**src/rtl/core/assert_macros.svh**
```systemverilog
// Assertion macros used by the RTL of the shortest-path engine.
`ifndef ASSERT_MACROS_SVH
`define ASSERT_MACROS_SVH
`ifndef ASSERT_OFF
`define BFS_ASSERT(lbl, clk, rst_n, prop) \
  lbl: assert property (@(posedge clk) disable iff (!rst_n) prop) else $error("bfs check failed");
`define BFS_ASSERT_NORST(lbl, clk, prop) \
  lbl: assert property (@(posedge clk) prop) else $error("bfs check failed");
`else
`define BFS_ASSERT(lbl, clk, rst_n, prop)
`define BFS_ASSERT_NORST(lbl, clk, prop)
`endif
`endif

```
**src/rtl/core/bfs_pkg.sv**
```systemverilog
// ----------------------------------------------------------------------------
// bfs_pkg
// Types and codes shared by the shortest-path engine.
// ----------------------------------------------------------------------------
`timescale 1ns / 1ps
`default_nettype none
package bfs_pkg;
  localparam int unsigned NodeW = 6;

  typedef enum logic [1:0] {
    MODE_ADD_VERTEX = 2'd0,
    MODE_ADD_EDGE   = 2'd1,
    MODE_QUERY      = 2'd2,
    MODE_NONE       = 2'd3
  } mode_e;

  typedef enum logic [1:0] {
    STAT_PATH    = 2'd0,
    STAT_INVALID = 2'd1,
    STAT_NOCONN  = 2'd2,
    STAT_ACK     = 2'd3
  } status_e;

  typedef enum logic [3:0] {
    ST_IDLE, ST_EDGE_A, ST_EDGE_B, ST_EMIT, ST_Q_HEAD, ST_Q_CUR, ST_Q_ROW,
    ST_Q_SCAN, ST_Q_DONE, ST_P_PUSH, ST_P_PAR, ST_P_POP, ST_P_OUT
  } state_e;

  typedef struct packed {
    logic             rd_en;
    logic [NodeW-1:0] rd_addr;
    logic             wr_en;
    logic [NodeW-1:0] wr_addr;
  } adj_cmd_t;
endpackage
`default_nettype wire

```
**src/rtl/core/bfs_adj_ram.sv**
```systemverilog
// ----------------------------------------------------------------------------
// bfs_adj_ram
// Adjacency row memory, one write and one registered read per cycle.
// Rows never written read as zero through per-row valid bits.
// ----------------------------------------------------------------------------
`timescale 1ns / 1ps
`default_nettype none
module bfs_adj_ram #(
  parameter int unsigned NODES = 64
) (
  input  wire logic              clk_i,
  input  wire logic              rst_ni,
  input  wire bfs_pkg::adj_cmd_t cmd_i,
  input  wire logic [NODES-1:0]  wr_data_i,
  output      logic [NODES-1:0]  rd_data_o
);
  localparam int unsigned AW = (NODES > 1) ? $clog2(NODES) : 1;

  logic [NODES-1:0] mem [NODES];
  logic [NODES-1:0] row_vld_q;
  logic [NODES-1:0] rd_q;
  logic             rd_vld_q;

  always_ff @(posedge clk_i or negedge rst_ni) begin
    if (!rst_ni) begin
      row_vld_q <= '0;
      rd_vld_q  <= 1'b0;
    end else begin
      if (cmd_i.wr_en) begin
        row_vld_q[cmd_i.wr_addr[AW-1:0]] <= 1'b1;
      end
      if (cmd_i.rd_en) begin
        rd_vld_q <= row_vld_q[cmd_i.rd_addr[AW-1:0]];
      end
    end
  end

  always_ff @(posedge clk_i) begin
    if (cmd_i.wr_en) begin
      mem[cmd_i.wr_addr[AW-1:0]] <= wr_data_i;
    end
    if (cmd_i.rd_en) begin
      rd_q <= mem[cmd_i.rd_addr[AW-1:0]];
    end
  end

  assign rd_data_o = rd_vld_q ? rd_q : '0;
endmodule
`default_nettype wire

```
**config.mk**
```make
export PLATFORM = sky130hd
export DESIGN_NAME = bfs_adj_ram
export DESIGN_NICKNAME = d
export VERILOG_FILES = /design/src/rtl/core/assert_macros.svh /design/src/rtl/core/bfs_pkg.sv /design/src/rtl/core/bfs_adj_ram.sv
export SDC_FILE = /design/constraint.sdc
export NUM_CORES = 2
export LEC_CHECK = 0
export ABC_AREA = 1
export BUFFER_PORTS_ARGS = -buffer_cell sky130_fd_sc_hd__buf_2
export CELL_PAD_IN_SITES_DETAIL_PLACEMENT = 0
export CELL_PAD_IN_SITES_GLOBAL_PLACEMENT = 1
export CORE_ASPECT_RATIO = 1.25
export CORE_MARGIN = 2
export CORE_UTILIZATION = 46
export CTS_CLUSTER_SIZE = 8
export DETAILED_ROUTE_END_ITERATION = 10
export PLACE_DENSITY = 0.8
export SYNTH_ARGS = -nofsm -noshare
export SYNTH_HDL_FRONTEND = slang
export SYNTH_SLANG_ARGS = --single-unit
```
**constraint.sdc**
```tcl
create_clock -name clk_i -period 1.5 [get_ports clk_i]
set_clock_uncertainty 0.2 [all_clocks]
set_input_delay 0.3 -clock clk_i [delete_from_list [all_inputs] [get_ports clk_i]]
set_output_delay 0.3 -clock clk_i [all_outputs]
set_load 0.02 [all_outputs]
```
Yosys cells after proc, flatten, opt, wreduce, memory -nomap -nowiden
Memories as Yosys holds them, arrays and structs flattened. A register that Yosys moved wholly into a read port is not among the register bits.
Index checks and enable logic that the tools add are counted.
W data, S select, Z words.

cells by class
  order comparisons = 3
  muxes and demuxes = 7
  bitwise logic cells = 1
  reductions and logical operators = 1

operator list
  operator              count
  $mux W64              1
  $or A64 B64 Y64       1
  $lt A6 B7 Y1 const B  2
  $bmux W1 S6           1
  $demux W1 S6          1
  $ge A6 B1 Y1 const B  1
  $mux W1               4
  $logic_and A1 B1 Y1   1

word-level totals
  bits in registers = 65
  memory bits (writable) = 4096
  input port bits = 80
  output and inout port bits = 64
  word-level logic and storage cells = 15
  memories = 1

memories
  memory  depth  width  rd ports  clocked after memory_dff  wr ports  RTL line           source
  mem     64     64     1         1                         1         bfs_adj_ram.sv:19  logic [NODES-1:0] mem [NODES];

Depth between registers and ports, before layout
  depth after elaboration = 5
  depth in mapped cells = 13
  depth with buffers taken out = 9

Worst setup path after synthesis
No wires, ideal clock.

  path type = input-to-reg
  start = in cmd_i[1] in the netlist's numbering
  end = reg row_vld_q[50]
  arrival time = 7.623 ns
  slack = -6.426 ns
  stages on the path = 4
  path buffers = 1
  cell sequence = clkbuf_1 clkinv_1 nor4_1 or2_2

between the ends
  cells in the longest elaborated chain, start to end = 5
  elaborated cells on any way between the ends = 6
  those cells by class = order compare: 2; mux: 2; bitwise: 1; reduce/logical: 1

ends and longest elaborated chain
  element                                                                    RTL line           source
  start: declaration                                                         bfs_adj_ram.sv:13  input wire bfs_pkg::adj_cmd_t cmd_i,
  $lt A6 B7 Y1 (implied by the code) / $ge A6 B1 Y1 (equally long branches)  bfs_adj_ram.sv:30  row_vld_q[cmd_i.wr_addr[AW-1:0]] <= 1'b1;
  $logic_and A1 B1 Y1 (implied by the code)                                  bfs_adj_ram.sv:30
  $mux W1 (implied by the code)                                              bfs_adj_ram.sv:30
  $demux W1 S6 *                                                             bfs_adj_ram.sv:30
  $or A64 B64 Y64 (no line) *                                                -
  end signal: assignment                                                     bfs_adj_ram.sv:26  row_vld_q <= '0;
  end signal: indexed assignment                                             bfs_adj_ram.sv:30
  end: declaration                                                           bfs_adj_ram.sv:20  logic [NODES-1:0] row_vld_q;

Every way passes the cells marked *; elsewhere a longest branch is shown, timed or not.
A chain may end at the register's enable or synchronous reset.

Final worst setup path
  start = reg rd_vld_q
  end = out rd_data_o[4]

between the ends
  cells in the longest elaborated chain, start to end = 1

ends and longest elaborated chain
  element                   RTL line           source
  start: declaration        bfs_adj_ram.sv:22  logic rd_vld_q;
  start signal: assignment  bfs_adj_ram.sv:33  rd_vld_q <= row_vld_q[cmd_i.rd_addr[AW-1:0]];
  $mux W64                  bfs_adj_ram.sv:47  assign rd_data_o = rd_vld_q ? rd_q : '0;
  end: declaration          bfs_adj_ram.sv:15  output logic [NODES-1:0] rd_data_o

No other way between the ends.

==> results.yml <==
run_status:
  status: "finished, violations left"
  violations: "hold timing, setup timing"
synthesis:
  ys.warnings.count: 0
  seq_area_frac_synth_pct: 75.3
  ys_ff_latch: 4225
  synth_area_sq_um: 168000
  synth_fp_nets: 13642
  ys_types: 21
  syn_area_per_cell_sq_um: 12.4
  syn_inst: 13562
routing:
  firstDrtPassIters: 6
  drt_wl_total_um: 549000
  drt_iter0_drc: 15538
  drc: 0
  detail_route.vias_per_cell: 5.94
  ant_nets: 0
  via_count: 117891
  routedWlPerCell_um: 27.7
placed_design:
  routabilityCongestion: 0.887
  port_buffers: 143
  place_ws_ns: -0.988
  dp_hpwl_um: 341000
timing:
  fmax_mhz: 385
  drv_slew: 0
  finalHoldViolCount: 6
  worst_slew_pin_slew_ns: 1.22
  fin_ws_ns: -1.10
  fin_crit_ns: 2.60
  rsz0062_at_grt: "yes"
  hold-worst-slack_ns: -0.0221
  finalCritPeriodShare_pct: 173
  worst_slew_margin_rel_pct: 18.8
  finalSetupViolCount: 95
worst_setup_path:
  rrSetupSlack_ns: -0.10
  path_delay_family: "flip-flops"
  reg2reg_depth: 8
  slowest_stage: "dfrtp_4"
  endpoint_kind: "output port"
  crit_type: "register to output port"
  cp_slowest_stage_delay_ns: 0.53
  worstPathArrival_ns: 2.10
  worstPathRequired_ns: 1.00
  r2r-start: "mem[26][5]"
  start_kind: "register"
  r2r-end: "rd_q[5]"
  path_max_fanout: 7
  critical_path_buf_inv_count: 4
  crit_chain: "buf_12, buf_16, nand2_4, inv_2, buf_6"
clock_network:
  cts_max_level: 6
  cts.clk_slew.worst_paths_ns: 0.05
  cts_made_buffers: 603
  clock_sinks: 4225
  ctsLongestPathBuffers: 4
  cts_tree: "done"
  root_buffer: "clkbuf_16"
  clock_latency_ns: 0.97
power_and_ir_drop:
  peakVddDrop_mv: 0.931
  cellLeakagePower_nw: 75.9
  p_per_area_nw_per_um2: 1290
grt:
  grt_max_degree: 110
  grt-ovfl-total: 0
  grt_use_met3_pct: 5.14
  use_met2_pct: 46.8
  grtUsageMet1_pct: 37.9
  grt_pass1_vias: 114099
  antenna_found_initial: 12
  grt_pass1_wl_um: 788000
  grt.busiest_layer: "met2"
  grt_util_all_layers_pct: 29.2
cells_and_area:
  multiInputGateArea_sq_um: 39500
  layout-drive-gt1-share_pct: 19.8
  nFillCells: 27865
  nets: 14963
  areaGrowthSynthToFinish_pct: 25.3
  final_util_pct: 57.8
  register_area_sq_um: 127000
min_path:
  hold_end: "mem[51][60]"
  holdPathStages: 5
  hold_class: "input pin to register"
  min_from: "cmd_i[0]"
floorplanning:
  start_util_pct: 46.1
  row_count: 248
  fp.dieW_um: 545
  dieArea_sq_um: 370000
  fp.dieH_um: 680
  pin_count: 144
  core_area_sq_um: 364000
job:
  maxCapViolCount: 0
==> cells in the mapped netlist <==
cell	n	area, sq um
inv_2	3	11.3
edfxtp_1	4160	125000
inv_1	199	747
nor3_1	5	25.0
nand3_1	3014	15100
clkbuf_1	353	1330
nor4_1	8	50.1
nand2_1	3527	13200
buf_4	93	698
nor2_1	568	2130
inv_6	1	8.76
dfrtp_1	65	1630
clkinv_1	2	7.51
buf_2	322	1610
a21oi_1	128	641
buf_6	11	124
o22ai_1	256	1600
or2_2	64	400
buf_1	139	522
nand4_1	4	25.0
o21ai_0	640	3200
==> worst min-delay path: stages <==
cell	delay (ns)
buf_2	0.16
clkinv_4	0.07
buf_4	0.17
nor4_4	0.07
buf_12	0.17
==> per-stage QoR <==
step | instance area (sq um) | cells | setup TNS (ns) | power, mW | hold slack [ns]
finish | 210000 | 19853 | -69.06 | 272 | -0.0221
global route | 210000 | 19852 | -75.18 | 278 | -0.0243
CTS | 209000 | 19852 | -110.04 | 271 | -0.0774
detailed placement | 190000 | 19074 | -2905.31 | 152 | 0.108
global placement | 190000 | 19074 | -2796.32 | 152 | 0.106
floorplan | 168000 | 13562 | -8657.46 | 142 | -0.196
==> where the power goes <==
part | internal, mW | leakage [nW] | switching (mW)
clock | 72.8 | 7.88 | 47.2
sequential | 131 | 38.3 | 0.707
combinational | 6.99 | 29.7 | 12.6
==> kinds of logic (layout without fill, tap and decap cells) <==
group	after synthesis	count (layout)	synth area share, %
flip-flops	4225	4225	75.3
AO/OA/AOI/OAI	1024	1024	3.24
AND/OR/NAND/NOR	7190	7190	18.4
buffers and inverters	1123	2536	3.01
other	0	3	0
==> worst max path at each step <==
| stage | from | cells past startpoint | slack [ns] | end |
|---|---|---|---|---|
| after global routing | rd_vld_q | 5 | -1.11 | rd_data_o[51] |
| after floorplan | cmd_i[6] | 3 | -2.44 | mem[50][0] |
| after detailed placement | cmd_i[8] | 12 | -0.99 | rd_q[8] |
| after global placement | cmd_i[7] | 11 | -0.97 | rd_q[12] |
| after CTS | rd_q[31] | 3 | -1.11 | rd_data_o[31] |
| final | rd_vld_q | 5 | -1.10 | rd_data_o[4] |
==> layout by cell type (no fill, tap or decap), types with 20 or more instances in the layout <==
| cell | n |
|---|---|
| nand2_4 | 48 |
| dlygate4sd3_1 | 74 |
| o21ai_0 | 243 |
| clkbuf_16 | 621 |
| buf_6 | 58 |
| clkbuf_1 | 43 |
| edfxtp_1 | 4160 |
| nand3_2 | 270 |
| or2_2 | 64 |
| dfrtp_1 | 64 |
| buf_4 | 720 |
| nor2_4 | 56 |
| inv_1 | 149 |
| a21oi_2 | 37 |
| o21ai_2 | 57 |
| nor2_1 | 498 |
| inv_2 | 46 |
| inv_6 | 20 |
| buf_2 | 78 |
| nand2_2 | 115 |
| o21ai_1 | 340 |
| nand2_1 | 3364 |
| nand3_1 | 2733 |
| buf_12 | 691 |
| a21oi_1 | 91 |
| o22ai_1 | 243 |
==> routing by layer <==
metal | vias up | share of wire (%)
met5 | - | 0.010
met4 | 8 | 6.0
met3 | 1399 | 10
met2 | 7023 | 47
met1 | 58289 | 36
li1 | 51172 | -
==> repair_timing <==
item	in CTS	in global routing
setup endpoints to repair	125	143
hold buffers	77	3
hold endpoints to repair	4303	18
cloned	4	0
pin swaps	145	295
buffers inserted	5	1
gates resized for setup	592	616
==> sequential cells by signal (all words and copies together) (netlist names) <==
signal     cells
mem         4096
rd_q          64
row_vld_q     64
rd_vld_q       1
==> layout make-up <==
class                   count  area share (%)
multi-input cells        8214            18.8
repair buffers           1634            10.1
clock inverters            33           0.187
diodes                      3         0.00357
flip-flops and latches   4225            60.1
well taps                4875            2.90
clock buffers             664            7.46
inverters                 205           0.406
No activity file was read; power rests on OpenSTA's default activity.
